--- src/design/usd_pkg.sv ---
// ----------------------------------------------------------------------------
// usd_pkg
// Shared types, constants and helpers for the ustar stream deframer.
// ----------------------------------------------------------------------------
package usd_pkg;

    localparam int BLOCK_BYTES = 512;
    localparam int POS_W       = $clog2(BLOCK_BYTES);
    localparam int SIZE_W      = 36;
    localparam int SUM_W       = 17;
    localparam int CHK_W       = 24;
    localparam int BYTE_W      = 8;
    localparam int DATA_W      = 48;
    localparam int QUEUE_DEPTH = 4;

    localparam logic [POS_W-1:0] POS_LAST    = POS_W'(BLOCK_BYTES - 1);
    localparam logic [POS_W-1:0] NAME_POS    = POS_W'(0);
    localparam logic [POS_W-1:0] SIZE_FIRST  = POS_W'(124);
    localparam logic [POS_W-1:0] SIZE_LAST   = POS_W'(135);
    localparam logic [POS_W-1:0] CHK_FIRST   = POS_W'(148);
    localparam logic [POS_W-1:0] CHK_LAST    = POS_W'(155);
    localparam logic [POS_W-1:0] MAGIC_FIRST = POS_W'(257);
    localparam logic [POS_W-1:0] MAGIC_LAST  = POS_W'(261);

    localparam logic [BYTE_W-1:0] SPACE_CHAR = 8'h20;
    localparam logic [BYTE_W-1:0] DIGIT_LO   = 8'h30;
    localparam logic [BYTE_W-1:0] DIGIT_HI   = 8'h37;

    localparam logic KIND_VERDICT = 1'b0;
    localparam logic KIND_CONTENT = 1'b1;

    typedef enum logic [1:0] {
        PH_HEADER,
        PH_CONTENT,
        PH_PAD,
        PH_HALT
    } usd_phase_t;

    typedef enum logic [1:0] {
        ST_OK,
        ST_END,
        ST_BAD_MAGIC,
        ST_BAD_CHECKSUM
    } usd_status_t;

    typedef struct packed {
        logic              kind;
        usd_status_t       status;
        logic [SIZE_W-1:0] file_size;
        logic [BYTE_W-1:0] content_byte;
        logic              last;
    } usd_item_t;

    function automatic logic [BYTE_W-1:0] magic_char(input logic [2:0] idx);
        logic [BYTE_W-1:0] c;
        case (idx)
            3'd0:    c = 8'h75;
            3'd1:    c = 8'h73;
            3'd2:    c = 8'h74;
            3'd3:    c = 8'h61;
            3'd4:    c = 8'h72;
            default: c = 8'h00;
        endcase
        return c;
    endfunction

endpackage

--- src/design/usd_front.sv ---
// ----------------------------------------------------------------------------
// usd_front
// Accepts archive bytes, tracks block position and phase, parses headers
// and pushes verdict and content items into the result queue.
// ----------------------------------------------------------------------------
module usd_front
    import usd_pkg::*;
(
    input  logic              aclk,
    input  logic              aresetn,
    input  logic              in_valid,
    output logic              in_ready,
    input  logic [BYTE_W-1:0] in_byte,
    input  logic              cfg_valid,
    input  logic              cfg_data,
    input  logic              q_full,
    output logic              q_push,
    output usd_item_t         q_item
);

    usd_phase_t        phase_reg, phase_next;
    logic [POS_W-1:0]  pos_reg, pos_next;
    logic [SUM_W-1:0]  sum_reg, sum_next;
    logic [CHK_W-1:0]  chk_reg, chk_next;
    logic              chk_open_reg, chk_open_next;
    logic [SIZE_W-1:0] size_reg, size_next;
    logic              size_open_reg, size_open_next;
    logic              magic_ok_reg, magic_ok_next;
    logic              name_empty_reg, name_empty_next;
    logic [SIZE_W-1:0] left_reg, left_next;
    logic              verify_reg;

    logic              accept;
    logic              is_digit;
    logic [2:0]        digit;
    logic [POS_W-1:0]  pos_inc;
    logic [POS_W-1:0]  magic_off;
    usd_status_t       verdict;

    assign in_ready  = !q_full;
    assign accept    = in_valid && !q_full;
    assign is_digit  = in_byte inside {[DIGIT_LO:DIGIT_HI]};
    assign digit     = in_byte[2:0];
    assign pos_inc   = (pos_reg == POS_LAST) ? '0 : pos_reg + 1'b1;
    assign magic_off = pos_reg - MAGIC_FIRST;

    always_ff @(posedge aclk) begin
        if (!aresetn) begin
            verify_reg <= 1'b1;
        end else if (cfg_valid) begin
            verify_reg <= cfg_data;
        end
    end

    always_ff @(posedge aclk) begin
        if (!aresetn) begin
            phase_reg      <= PH_HEADER;
            pos_reg        <= '0;
            sum_reg        <= '0;
            chk_reg        <= '0;
            chk_open_reg   <= 1'b1;
            size_reg       <= '0;
            size_open_reg  <= 1'b1;
            magic_ok_reg   <= 1'b1;
            name_empty_reg <= 1'b0;
            left_reg       <= '0;
        end else begin
            phase_reg      <= phase_next;
            pos_reg        <= pos_next;
            sum_reg        <= sum_next;
            chk_reg        <= chk_next;
            chk_open_reg   <= chk_open_next;
            size_reg       <= size_next;
            size_open_reg  <= size_open_next;
            magic_ok_reg   <= magic_ok_next;
            name_empty_reg <= name_empty_next;
            left_reg       <= left_next;
        end
    end

    always_comb begin
        phase_next      = phase_reg;
        pos_next        = pos_reg;
        sum_next        = sum_reg;
        chk_next        = chk_reg;
        chk_open_next   = chk_open_reg;
        size_next       = size_reg;
        size_open_next  = size_open_reg;
        magic_ok_next   = magic_ok_reg;
        name_empty_next = name_empty_reg;
        left_next       = left_reg;
        verdict         = ST_OK;
        q_push          = 1'b0;
        q_item          = '0;

        if (accept) begin
            case (phase_reg)
                PH_CONTENT: begin
                    left_next           = left_reg - 1'b1;
                    pos_next            = pos_inc;
                    q_push              = 1'b1;
                    q_item.kind         = KIND_CONTENT;
                    q_item.content_byte = in_byte;
                    q_item.last         = (left_reg == SIZE_W'(1));
                    if (left_reg == SIZE_W'(1)) begin
                        phase_next = (pos_inc == '0) ? PH_HEADER : PH_PAD;
                    end
                end
                PH_PAD: begin
                    pos_next = pos_inc;
                    if (pos_inc == '0) begin
                        phase_next = PH_HEADER;
                    end
                end
                PH_HEADER: begin
                    pos_next = pos_inc;
                    if (pos_reg inside {[CHK_FIRST:CHK_LAST]}) begin
                        sum_next = sum_reg + SUM_W'(SPACE_CHAR);
                        if (chk_open_reg && is_digit) begin
                            chk_next = {chk_reg[CHK_W-4:0], digit};
                        end else begin
                            chk_open_next = 1'b0;
                        end
                    end else begin
                        sum_next = sum_reg + SUM_W'(in_byte);
                    end
                    if (pos_reg inside {[SIZE_FIRST:SIZE_LAST]}) begin
                        if (size_open_reg && is_digit) begin
                            size_next = {size_reg[SIZE_W-4:0], digit};
                        end else begin
                            size_open_next = 1'b0;
                        end
                    end
                    if (pos_reg inside {[MAGIC_FIRST:MAGIC_LAST]}) begin
                        if (in_byte != magic_char(magic_off[2:0])) begin
                            magic_ok_next = 1'b0;
                        end
                    end
                    if (pos_reg == NAME_POS) begin
                        name_empty_next = (in_byte == '0);
                    end

                    if (pos_reg == POS_LAST) begin
                        if (name_empty_reg) begin
                            verdict = ST_END;
                        end else if (!magic_ok_reg) begin
                            verdict = ST_BAD_MAGIC;
                        end else if (verify_reg &&
                                     (CHK_W'(sum_next) != chk_reg)) begin
                            verdict = ST_BAD_CHECKSUM;
                        end else begin
                            verdict = ST_OK;
                        end
                        if (verdict != ST_OK) begin
                            phase_next = PH_HALT;
                        end else if (size_reg == '0) begin
                            phase_next = PH_HEADER;
                        end else begin
                            left_next  = size_reg;
                            phase_next = PH_CONTENT;
                        end
                        q_push           = 1'b1;
                        q_item.kind      = KIND_VERDICT;
                        q_item.status    = verdict;
                        q_item.file_size = size_reg;
                        sum_next         = '0;
                        chk_next         = '0;
                        chk_open_next    = 1'b1;
                        size_next        = '0;
                        size_open_next   = 1'b1;
                        magic_ok_next    = 1'b1;
                        name_empty_next  = 1'b0;
                    end
                end
                default: begin
                end
            endcase
        end
    end

endmodule

--- src/design/usd_queue.sv ---
// ----------------------------------------------------------------------------
// usd_queue
// Short first-in first-out queue of result items between front and back.
// ----------------------------------------------------------------------------
module usd_queue
    import usd_pkg::*;
#(
    parameter int DEPTH = QUEUE_DEPTH
) (
    input  logic      aclk,
    input  logic      aresetn,
    input  logic      push,
    input  usd_item_t push_item,
    output logic      full,
    input  logic      pop,
    output usd_item_t pop_item,
    output logic      empty
);

    localparam int PTR_W = (DEPTH > 1) ? $clog2(DEPTH) : 1;
    localparam int CNT_W = $clog2(DEPTH + 1);

    usd_item_t         mem [DEPTH];
    logic [PTR_W-1:0]  wr_ptr_reg, rd_ptr_reg;
    logic [CNT_W-1:0]  count_reg;
    logic              do_push, do_pop;

    assign full     = (count_reg == CNT_W'(DEPTH));
    assign empty    = (count_reg == '0);
    assign do_push  = push && !full;
    assign do_pop   = pop && !empty;
    assign pop_item = mem[rd_ptr_reg];

    always_ff @(posedge aclk) begin
        if (do_push) begin
            mem[wr_ptr_reg] <= push_item;
        end
    end

    always_ff @(posedge aclk) begin
        if (!aresetn) begin
            wr_ptr_reg <= '0;
            rd_ptr_reg <= '0;
            count_reg  <= '0;
        end else begin
            if (do_push) begin
                wr_ptr_reg <= (wr_ptr_reg == PTR_W'(DEPTH - 1)) ? '0 : wr_ptr_reg + 1'b1;
            end
            if (do_pop) begin
                rd_ptr_reg <= (rd_ptr_reg == PTR_W'(DEPTH - 1)) ? '0 : rd_ptr_reg + 1'b1;
            end
            if (do_push && !do_pop) begin
                count_reg <= count_reg + 1'b1;
            end else if (do_pop && !do_push) begin
                count_reg <= count_reg - 1'b1;
            end
        end
    end

endmodule

--- src/design/usd_back.sv ---
// ----------------------------------------------------------------------------
// usd_back
// Drains the result queue into the output register and packs each beat.
// ----------------------------------------------------------------------------
module usd_back
    import usd_pkg::*;
(
    input  logic              aclk,
    input  logic              aresetn,
    input  logic              q_empty,
    input  usd_item_t         q_item,
    output logic              q_pop,
    output logic              m_tvalid,
    input  logic              m_tready,
    output logic [DATA_W-1:0] m_tdata,
    output logic              m_tuser,
    output logic              m_tlast
);

    logic      valid_reg;
    usd_item_t item_reg;

    assign q_pop    = !q_empty && (!valid_reg || m_tready);
    assign m_tvalid = valid_reg;
    assign m_tuser  = item_reg.kind;
    assign m_tlast  = item_reg.last;
    assign m_tdata  = {{(DATA_W - 2 - SIZE_W - BYTE_W){1'b0}}, item_reg.content_byte,
                       item_reg.file_size, item_reg.status};

    always_ff @(posedge aclk) begin
        if (!aresetn) begin
            valid_reg <= 1'b0;
        end else if (q_pop) begin
            valid_reg <= 1'b1;
        end else if (m_tready) begin
            valid_reg <= 1'b0;
        end
    end

    always_ff @(posedge aclk) begin
        if (q_pop) begin
            item_reg <= q_item;
        end
    end

endmodule

--- src/design/ustar_stream_deframer_unit.sv ---
// ----------------------------------------------------------------------------
// ustar_stream_deframer_unit
// Splits a ustar archive byte stream into header verdicts and member content.
// ----------------------------------------------------------------------------
// One archive byte is taken per cycle with no gaps while the result queue has
// room. Header bytes are summed and parsed as they arrive; at the last byte of
// each 512-byte header one verdict beat (tuser 0) carries status and octal
// size. Content bytes follow as beats with tuser 1, tlast on the final one; pad
// bytes are dropped. After an end or error verdict all input is swallowed until
// reset. A verdict or content beat is written first into the result queue, then
// into the output register, where it is held until accepted; the queue of
// QUEUE_DEPTH entries lets input continue while the output is stalled, and
// input stalls only once the queue is full.
// ----------------------------------------------------------------------------
module ustar_stream_deframer_unit
    import usd_pkg::*;
#(
    parameter int QUEUE_DEPTH_P = QUEUE_DEPTH
) (
    input  logic              aclk,
    input  logic              aresetn,
    input  logic              s_tvalid,
    output logic              s_tready,
    input  logic [BYTE_W-1:0] s_tdata,   // archive_byte
    output logic              m_tvalid,
    input  logic              m_tready,
    output logic [DATA_W-1:0] m_tdata,   // status[1:0], file_size[37:2], content_byte[45:38]
    output logic              m_tuser,   // item_kind
    output logic              m_tlast,
    input  logic              cfg_valid,
    output logic              cfg_ready,
    input  logic              cfg_data
);

    logic      q_push, q_full, q_pop, q_empty;
    usd_item_t push_item, pop_item;

    assign cfg_ready = 1'b1;

    usd_front u_front (
        .aclk      (aclk),
        .aresetn   (aresetn),
        .in_valid  (s_tvalid),
        .in_ready  (s_tready),
        .in_byte   (s_tdata),
        .cfg_valid (cfg_valid),
        .cfg_data  (cfg_data),
        .q_full    (q_full),
        .q_push    (q_push),
        .q_item    (push_item)
    );

    usd_queue #(
        .DEPTH (QUEUE_DEPTH_P)
    ) u_queue (
        .aclk      (aclk),
        .aresetn   (aresetn),
        .push      (q_push),
        .push_item (push_item),
        .full      (q_full),
        .pop       (q_pop),
        .pop_item  (pop_item),
        .empty     (q_empty)
    );

    usd_back u_back (
        .aclk     (aclk),
        .aresetn  (aresetn),
        .q_empty  (q_empty),
        .q_item   (pop_item),
        .q_pop    (q_pop),
        .m_tvalid (m_tvalid),
        .m_tready (m_tready),
        .m_tdata  (m_tdata),
        .m_tuser  (m_tuser),
        .m_tlast  (m_tlast)
    );

endmodule
--- config.mk ---
export PLATFORM = sky130hd
export DESIGN_NAME = ustar_stream_deframer_unit
export DESIGN_NICKNAME = d
export VERILOG_FILES = /design/src/design/usd_pkg.sv /design/src/design/usd_front.sv /design/src/design/usd_queue.sv /design/src/design/usd_back.sv /design/src/design/ustar_stream_deframer_unit.sv
export SDC_FILE = /design/constraint.sdc
export NUM_CORES = 1
export LEC_CHECK = 0
export BUFFER_PORTS_ARGS = -buffer_cell sky130_fd_sc_hd__buf_2
export CELL_PAD_IN_SITES_DETAIL_PLACEMENT = 1
export CELL_PAD_IN_SITES_GLOBAL_PLACEMENT = 1
export CORE_ASPECT_RATIO = 1.75
export CORE_MARGIN = 2
export CORE_UTILIZATION = 46
export CTS_CLUSTER_SIZE = 40
export DETAILED_ROUTE_END_ITERATION = 8
export PLACE_DENSITY = 0.76
export RECOVER_POWER = 50
export SYNTH_ARGS = -nofsm -noshare
export SYNTH_HDL_FRONTEND = slang
export SYNTH_SLANG_ARGS = --single-unit
--- constraint.sdc ---
create_clock -name aclk -period 4.15 [get_ports aclk]
set_input_delay 0.415 -clock aclk [delete_from_list [all_inputs] [get_ports aclk]]
set_output_delay 0.415 -clock aclk [all_outputs]
set_load 0.1 [all_outputs]
==> results of run 1 <==
cell type report:
cell class	count	area, sq um	area share (%)
repair buffers	101	540.5	2.878
clock inverters	18	172.7	0.9193
flip-flops and latches	377	9951	52.98
multi-input cells	902	6422	34.19
well taps	470	588.1	3.131
clock buffers	46	1010	5.376
inverters	26	98.84	0.5262
worst max-delay path by stage:
stage                                end  slack (ns)  depth (start not counted)
global route        u_front.left_reg[32]        0.03                         14
finish              u_front.left_reg[32]        0.28                         13
floorplan              u_queue.mem[3][0]        0.40                          7
CTS                 u_front.left_reg[21]        0.29                         13
detailed placement  u_front.left_reg[21]        0.22                         15
global placement    u_front.left_reg[31]        0.31                         15
kinds of logic after synthesis:
| kind of cell | count (synthesis) |
|---|---|
| flip-flops | 377 |
| AO/OA/AOI/OAI | 319 |
| buffers and inverters | 118 |
| AND/OR/NAND/NOR | 440 |
| XOR/XNOR | 32 |
| adder cells (fa/ha/maj) | 29 |
| multiplexers | 79 |
| other | 2 |
cells in the final DEF (no fill, tap or decap), drive strengths merged, types with 25 or more instances in the layout:
| master | n |
|---|---|
| o21ai | 71 |
| nand3 | 35 |
| dfxtp | 137 |
| ha | 27 |
| nor2 | 142 |
| buf | 41 |
| a21oi | 70 |
| nor3 | 25 |
| a22oi | 67 |
| and2 | 47 |
| nand2 | 82 |
| mux4 | 48 |
| clkbuf | 106 |
| edfxtp | 240 |
| nor4 | 25 |
| inv | 29 |
| mux2i | 30 |
through the flow:
stage | utilization (%) | instance area [sq um] | hold slack [ns] | total power [mW]
2_1_floorplan | - | 16830 | 0.4421 | 5.089
3_3_place_gp | 49.24 | 17740 | 0.4509 | 5.420
4_1_cts | 52.52 | 18920 | 0.1464 | 8.755
5_1_grt | 52.13 | 18780 | 0.1653 | 8.969
3_5_place_dp | 49.24 | 17740 | 0.4685 | 5.458
6_report | 52.13 | 18780 | 0.1541 | 8.689
power by group through the flow:
stage               Sequential (mW)  Combinational (mW)  Clock [mW]
floorplan                      4.23               0.856           0
global placement               4.33                1.09           0
finish                         4.27                1.11        3.31
detailed placement             4.33                1.12           0
CTS                            4.25                1.13        3.37
global route                   4.29                1.20        3.48
worst min-delay path: stages:
cell	delay (ns)
buf_2	0.07
mux2i_1	0.08
nand2_1	0.07
routing by layer:
metal	global-route usage [%]	vias to the layer above	part of all wire, %
met5	0	-	0
met4	11.64	0	5.0
met3	2.695	120	3.5
met2	46.68	288	56
met1	25.67	5954	36
li1	-	5377	-
==> flow_summary_export.csv, run 1 <==
group,metric,value,unit
power_and_ir_drop,p_int,6.365,mW
sta,timing.slew.headroom,-96.55,%
route,ant_nets,0,
hold_path,min_to,"u_front.verify_reg",
floorplan,core-area,36030,sq um
hold_path,hp-start,"cfg_data",
synth,synth_adder_area_share,2.246,%
sta,tns,0,ns
outcome,violations,"max-capacitance violations, max-slew violations",
synth,muxShareOfSynthArea,8.278,%
final_layout,top_register,"u_queue.mem",
hold_path,holdPathStages,3,
setup_path,crit_buf_inv,2,
cts,ctsResizeCount,0,
setup_path,critPathRequiredTime,4.53,ns
cts,cts_hold_buf,0,
sta,setup_violations,0,
power_and_ir_drop,combPwrFrac,12.7,%
setup_path,startpoint_type,"register",
final_layout,largest_reg_flops,192,
setup_path,critPathArrivalTime,4.25,ns
final_layout,num_antenna_cells,0,
route,initialDrtViolationCount,664,
sta,fin_crit_sh,93.18,%
synth,synth.top_cells.by_area,"edfxtp_1, dfxtp_1, mux4_2, nor2_1, a22oi_1",
cts,tritoncts,"built",
cts,cts_root_buffer,"clkbuf_16",
final_layout,drive_above_1_share,12.38,%
setup_path,crit_chain,"ha_1 > and3_1 > o22ai_1 > a2111oi_0 > buf_4 > a31oi_1 > a2111oi_0 > and4_1 > nand3_2 > a31oi_4 > buf_12 > mux2i_1 > o21ai_0",
sta,fmax,0.2586,GHz
route,drc,0,
setup_path,timing.rr.end,"u_front.left_reg[32]",
route,wl,45.48,mm
floorplan,die-height,257.0,um
setup_path,rrSetupSlack,0.28,ns
final_layout,finalNonFillerCells,1940,
floorplan,floorplan.die_area,38180,sq um
power_and_ir_drop,leakage,5.760,nW
setup_path,reg2regPathDepth,13,
synth,synth_common_cells,"edfxtp_1, nor2_1, dfxtp_1",
synth,synth_warnings,0,
synth,avgSynthCellArea,12.05,sq um
outcome,status,"finished, violations left",
grt,grt-ovfl-total,0,
cts,cts_sinks,377,
power_and_ir_drop,seq_power_share,49.1,%
setup_path,cpPeakStageDelay,0.62,ns
sta,drv_slew,179,
cts,cts_max_path_buffers,3,
power_and_ir_drop,p_clk_share,38.1,%
synth,synth_largest_area_cell,"edfxtp_1",
setup_path,crit_fanout,38,
synth,yosys.area.top_type_share,42.84,%
cts,cts_made_buffers,35,
synth,synth.most_common_cell,"edfxtp_1",
cts,clock_latency,0.53,ns
hold_path,min-delay-path-class,"in2reg",
setup_path,cpMostUsedCell,"a2111oi_0",
run,max_cap_violations,4,
route,routedWlPerCell,23.44,um
route,num_vias,11740,
synth,synth_edf_count,240,
placed_design,pre_cts_ws,0.2209,ns
cts,htree_levels,2,
final_layout,area_growth_syn_to_layout,11.65,%
final_layout,layout.nets,1486,
placed_design,dp.final_hpwl,30.56,mm
synth,synth-compound-area-share,12.46,%
route,viasPerCell,6.051,
cts,postCtsSetupBuffers,0,
sta,setup_slack,0.2830,ns
grt,antenna_found_initial,0,
synth,yosys.area_share.simple,13.09,%
setup_path,critical-path-top-delay-family,"compound AO/OA/AOI/OAI gates",
floorplan,die_w,148.6,um
cts,path_clk_slew,0.07,ns
placed_design,placed_cells,1876,
setup_path,r2r-start,"u_front.sum_reg[5]",
placed_design,gp_congestion,0.9053,
synth,ys.flop_type,"edfxtp_1",
synth,synth_seq_area_share,59.14,%
route,dr.pass1.iters,5,
sta,hold_viol_final,0,
setup_path,worstSetupStartpoint,"u_front.sum_reg[5]",
sta,rsz0062_at_grt,"no",
power_and_ir_drop,power_density,462.6,nW/um^2
synth,synth_cell_type_count,77,
power_and_ir_drop,max-vdd-ir-drop,0.4039,mV
sta,finClkSkew,0.02284,ns
setup_path,worst_setup_path_end_kind,"register",
setup_path,crit_path_top_delay_cell,"a2111oi_0",
grt,grt_pass1_vias,12590,
floorplan,io_pins,67,
synth,ys_seq_elements,377,
placed_design,portBuffers,63,
floorplan,rows,92,
synth,synthXorXnorAreaFrac,1.748,%
synth,synthCells,1396,
grt,grtUsageTotal,24.21,%
synth,synth_top_family_by_area,"simple AND/OR/NAND/NOR gates",
sta,fin_crit,3.867,ns
synth,synthArstFlopShare,0,%
final_layout,fill_cells,3761,
synth,synth_area,16820,sq um
power_and_ir_drop,switching_share,26.75,%
grt,grt_pass1_wl,71.93,mm
floorplan,initial_utilization,46.69,%
sta,worstMarginPinSlew,2.948,ns
grt,grt_max_degree,123,
power_and_ir_drop,p_sw,2.324,mW
setup_path,critical_path_class,"reg2reg",
Note: power is estimated with default switching activity, not from simulation.
==> run 2, diff against run 1 <==
--- a/config.mk
+++ b/config.mk
@@ -13,7 +13,8 @@
 export CORE_UTILIZATION = 46
 export CTS_CLUSTER_SIZE = 40
 export DETAILED_ROUTE_END_ITERATION = 8
-export PLACE_DENSITY = 0.76
+export MAX_ROUTING_LAYER = met4
+export PLACE_DENSITY_LB_ADDON = 0.1
 export RECOVER_POWER = 50
 export SYNTH_ARGS = -nofsm -noshare
 export SYNTH_HDL_FRONTEND = slang
==> flow_summary_export.csv, run 2 (synthesis gave the netlist of run 1 again) <==
group,metric,value,unit
outcome,status,"finished, violations left",
outcome,violations,"max-capacitance violations, max-slew violations",
setup_path,cpPeakStageDelay,0.48,ns
final_layout,seqCellArea,9951,sq um
cts,tritoncts,"built",
sta,setup_violations,0,
floorplan,core-area,36030,sq um
final_layout,drive_above_1_share,12.65,%
route,initialDrtViolationCount,546,
hold_path,min_to,"u_front.verify_reg",
run,max_cap_violations,2,
route,drc,0,
final_layout,fin_area,18950,sq um
placed_design,place_area,17950,sq um
final_layout,final_cell_mix,"edfxtp_1, nor2_1, dfxtp_1, nand2_1",
setup_path,worst_setup_path_end_kind,"register",
cts,cts_max_path_buffers,3,
setup_path,timing.rr.end,"u_front.left_reg[21]",
hold_path,min-delay-path-class,"in2reg",
setup_path,startpoint_type,"register",
cts,htree_levels,2,
sta,hold_viol_final,0,
hold_path,hp-start,"cfg_data",
floorplan,initial_utilization,46.69,%
setup_path,rrSetupSlack,0.37,ns
setup_path,critPathArrivalTime,4.17,ns
final_layout,largest_reg_flops,192,
final_layout,top_register,"u_queue.mem",
setup_path,crit_fanout,19,
setup_path,crit_buf_inv,2,
grt,grt_max_degree,80,
placed_design,portBuffers,63,
setup_path,critical_path_class,"reg2reg",
floorplan,rows,92,
sta,fin_crit_sh,91.09,%
power_and_ir_drop,power_density,451.4,nW/um^2
floorplan,floorplan.die_area,38180,sq um
cts,path_clk_slew,0.07,ns
sta,fin_crit,3.780,ns
floorplan,die_w,148.6,um
setup_path,crit_chain,"ha_1 > nand4bb_1 > and4_1 > buf_4 > or4_1 > o2111ai_1 > nor4b_4 > nand3_2 > a31oi_4 > buf_4 > mux2i_1 > o22ai_1",
sta,timing.slew.headroom,-99.06,%
route,wl,45.33,mm
placed_design,dp.final_hpwl,32.75,mm
final_layout,layout.nets,1511,
cts,ctsResizeCount,0,
grt,grtUsageTotal,24.87,%
final_layout,mostFrequentLayoutCell,"edfxtp_1",
sta,worstMarginPinSlew,2.986,ns
cts,cts_made_buffers,36,
grt,grt-ovfl-total,0,
cts,clock_latency,0.55,ns
setup_path,crit_path_top_delay_cell,"or4_1",
route,ant_nets,0,
hold_path,holdPathStages,3,
power_and_ir_drop,leakage,5.829,nW
sta,tns,0,ns
power_and_ir_drop,max-vdd-ir-drop,0.3153,mV
floorplan,io_pins,67,
final_layout,multi_input_area,6404,sq um
route,num_vias,11490,
sta,fmax,0.2645,GHz
setup_path,critical-path-top-delay-family,"simple AND/OR/NAND/NOR gates",
cts,cts_hold_buf,0,
setup_path,r2r-start,"u_front.pos_reg[1]",
setup_path,critPathRequiredTime,4.54,ns
cts,cts_sinks,377,
route,routedWlPerCell,23.08,um
sta,finClkSkew,0.02193,ns
setup_path,reg2regPathDepth,12,
final_layout,num_antenna_cells,0,
sta,drv_slew,90,
sta,rsz0062_at_grt,"no",
grt,antenna_found_initial,1,
final_layout,area_growth_syn_to_layout,12.66,%
setup_path,cpMostUsedCell,"buf_4",
grt,grt_pass1_wl,71.06,mm
placed_design,gp_congestion,0.8713,
cts,postCtsSetupBuffers,0,
cts,cts_root_buffer,"clkbuf_16",
route,dr.pass1.iters,4,
grt,grt_pass1_vias,12250,
final_layout,fill_cells,3719,
route,viasPerCell,5.850,
floorplan,die-height,257.0,um
[run 2: cell count changes in the layout (fill, tap and decap cells not counted), moves of 2 or more]
cell,change
and2_0,+17
and2_1,-13
and2_2,-4
buf_12,+7
buf_4,+16
clkbuf_1,+9
clkbuf_4,-2
clkbuf_8,-2
clkinv_1,+2
clkinv_2,-2
inv_6,-2
[run 2: worst max path at each step]
stage	endpoint	slack (ns)	cells after the start	start
after global routing	u_front.size_reg[10]	0.06	13	u_front.pos_reg[1]
after floorplan	u_queue.mem[3][0]	0.40	7	u_queue.count_reg[0]
after global placement	u_front.left_reg[21]	0.31	13	u_front.sum_reg[6]
final	u_front.left_reg[21]	0.37	12	u_front.pos_reg[1]
after detailed placement	u_front.left_reg[21]	0.23	15	s_tdata[0]
after CTS	u_front.left_reg[21]	0.34	13	u_front.sum_reg[6]
[run 2: through the flow]
step | worst slack, ns | hold slack (ns) | instances | power (mW) | utilization [%]
floorplan | 0.3989 | 0.4421 | 1397 | 5.089 | -
global placement | 0.3091 | 0.4537 | 1900 | 5.478 | 49.83
detailed placement | 0.2293 | 0.4711 | 1900 | 5.497 | 49.83
CTS | 0.3364 | 0.09567 | 1964 | 8.664 | 52.92
global route | 0.06378 | 0.1437 | 1964 | 8.890 | 52.60
finish | 0.3699 | 0.1212 | 1964 | 8.555 | 52.60
[run 2: final cells by class]
class / instances / area share (%)
Clock inverter: 16 / 0.7394
Timing Repair Buffer: 125 / 4.199
Inverter: 26 / 0.5215
Multi-Input combinational cell: 902 / 33.79
Clock buffer: 48 / 5.149
Tap cell: 470 / 3.103
Sequential cell: 377 / 52.50
[run 2: where the power goes]
group          total [mW]  switching (mW)  internal, mW
registers            4.28           0.188          4.09
logic                1.12           0.695         0.425
clock network        3.16            1.42          1.74
[run 2: worst register-to-register path: cells and delay by family (launching register included)]
| family | cells | cell delay (ns) |
|---|---|---|
| DFF | 1 | 0.40 |
| buffers and inverters | 2 | 0.56 |
| muxes | 1 | 0.23 |
| adders and majority gates | 1 | 0.24 |
| AOI/OAI and AO/OA | 3 | 0.49 |
| and+or+nand+nor | 5 | 1.71 |
[run 2: per-layer routing]
| metal | global-route usage [%] | routed length [um] |
|---|---|---|
| met1 | 25.99 | 16740 |
| met5 | - | 0 |
| met3 | 2.553 | 1023 |
| met4 | 10.37 | 2052 |
| met2 | 46.90 | 25520 |
==> run 3, diff against run 2 <==
--- a/config.mk
+++ b/config.mk
@@ -5,7 +5,7 @@
 export SDC_FILE = /design/constraint.sdc
 export NUM_CORES = 1
 export LEC_CHECK = 0
-export BUFFER_PORTS_ARGS = -buffer_cell sky130_fd_sc_hd__buf_2
+export BUFFER_PORTS_ARGS = -buffer_cell sky130_fd_sc_hd__buf_4
 export CELL_PAD_IN_SITES_DETAIL_PLACEMENT = 1
 export CELL_PAD_IN_SITES_GLOBAL_PLACEMENT = 1
 export CORE_ASPECT_RATIO = 1.75
==> flow_summary_export.csv, run 3 (synthesis gave the netlist of run 1 again) <==
group,metric,value,unit
cts,path_clk_slew,0.06,ns
floorplan,die_w,148.6,um
cts,cts_hold_buf,0,
route,num_vias,11600,
floorplan,io_pins,67,
sta,setup_violations,0,
final_layout,multi_input_area,6399,sq um
floorplan,floorplan.die_area,38180,sq um
grt,grt_pass1_vias,12190,
final_layout,area_growth_syn_to_layout,12.48,%
setup_path,crit_fanout,38,
setup_path,critPathArrivalTime,4.14,ns
final_layout,num_antenna_cells,0,
floorplan,die-height,257.0,um
placed_design,portBuffers,63,
final_layout,top_register,"u_queue.mem",
sta,fin_crit,3.783,ns
route,routedWlPerCell,22.96,um
setup_path,worst_setup_path_end_kind,"register",
setup_path,critPathRequiredTime,4.50,ns
power_and_ir_drop,power_density,459.2,nW/um^2
floorplan,rows,92,
outcome,status,"finished, violations left",
placed_design,gp_congestion,0.9075,
final_layout,largest_reg_flops,192,
cts,cts_made_buffers,36,
grt,grt_max_degree,59,
placed_design,dp.final_hpwl,31.95,mm
outcome,violations,"max-capacitance violations, max-slew violations",
cts,tritoncts,"built",
sta,finClkSkew,0.02140,ns
grt,antenna_found_initial,0,
hold_path,min-delay-path-class,"in2reg",
cts,ctsResizeCount,0,
cts,cts_max_path_buffers,3,
route,ant_nets,0,
route,dr.pass1.iters,5,
final_layout,drive_above_1_share,11.72,%
sta,tns,0,ns
sta,setup_slack,0.3666,ns
final_layout,seqCellArea,9951,sq um
grt,grtUsageTotal,24.59,%
floorplan,initial_utilization,46.69,%
cts,cts_sinks,377,
sta,fin_crit_sh,91.17,%
route,drc,0,
cts,clock_latency,0.54,ns
grt,grt_pass1_wl,70.27,mm
placed_design,pre_cts_ws,0.3133,ns
sta,worstMarginPinSlew,2.936,ns
final_layout,mostFrequentLayoutCell,"edfxtp_1",
grt,grt-ovfl-total,0,
floorplan,core-area,36030,sq um
route,initialDrtViolationCount,613,
cts,htree_levels,2,
final_layout,fill_cells,3741,
sta,rsz0062_at_grt,"no",
final_layout,final_cell_mix,"edfxtp_1, nor2_1, dfxtp_1, nand2_1, clkbuf_1",
setup_path,rrSetupSlack,0.37,ns
final_layout,layout.nets,1501,
run,max_cap_violations,2,
sta,drv_slew,88,
cts,postCtsSetupBuffers,0,
route,wl,44.89,mm
cts,cts_root_buffer,"clkbuf_16",
setup_path,startpoint_type,"register",
power_and_ir_drop,max-vdd-ir-drop,0.4112,mV
sta,fmax,0.2643,GHz
setup_path,critical_path_class,"reg2reg",
route,viasPerCell,5.932,
sta,hold_viol_final,0,
power_and_ir_drop,leakage,5.805,nW
sta,timing.slew.headroom,-95.77,%
==> run 3: cell count changes in the layout (fill, tap and decap cells not counted), sizes merged <==
cell,before,now
buf,64,43
clkbuf,109,127
clkinv,12,8
bufinv,1,0
clkinvlp,2,1
==> run 3: report_power, final <==
group | switching, mW | internal (mW) | total, mW
Sequential | 0.141 | 4.09 | 4.23
Clock | 1.41 | 1.91 | 3.32
Combinational | 0.727 | 0.415 | 1.14
Total | 2.28 | 6.41 | 8.69
==> run 3: worst max-delay path, cell delays in order (launching register included) <==
cell,delay (ns)
dfxtp_1,0.49
ha_1,0.22
clkbuf_1,0.27
and3_1,0.25
and3_1,0.25
and3_1,0.23
ha_1,0.20
buf_4,0.32
inv_1,0.25
nor2_1,0.19
clkbuf_2,0.60
and2_1,0.33
==> run 3: final timing paths <==
path,from,end,depth (start not counted)
worst max-delay path,u_front.pos_reg[0],u_queue.mem[2][15],11
worst min-delay path,cfg_data,u_front.verify_reg,3
worst max register to register,u_front.pos_reg[0],u_queue.mem[2][15],11
worst min register to register,u_front.left_reg[13],u_front.left_reg[13],2
==> run 3: layout make-up <==
class	count	share of cell area, %
multi-input combinational	902	33.81
clock inverter	10	0.4033
sequential	377	52.59
tap	470	3.108
timing repair buffer	115	3.564
inverter	26	0.5223
clock buffer	55	6.004
==> run 3: stage by stage <==
stage | power (mW) | hold slack [ns] | util [%] | cell area (sq um) | instances
6_report | 8.689 | 0.1267 | 52.52 | 18920 | 1955
5_1_grt | 9.018 | 0.1463 | 52.52 | 18920 | 1955
4_1_cts | 8.803 | 0.1078 | 53.32 | 19210 | 1955
3_5_place_dp | 5.478 | 0.4649 | 49.95 | 18000 | 1890
3_3_place_gp | 5.455 | 0.4512 | 49.95 | 18000 | 1890
2_1_floorplan | 5.089 | 0.4421 | - | 16830 | 1397
==> run 3: layer usage <==
layer / up-vias / track usage [%] / part of all wire, %
met5: - / - / 0
met4: 0 / 10.90 / 4.6
met3: 86 / 2.234 / 2.3
met2: 191 / 46.06 / 57
met1: 5897 / 25.89 / 37
li1: 5423 / - / -
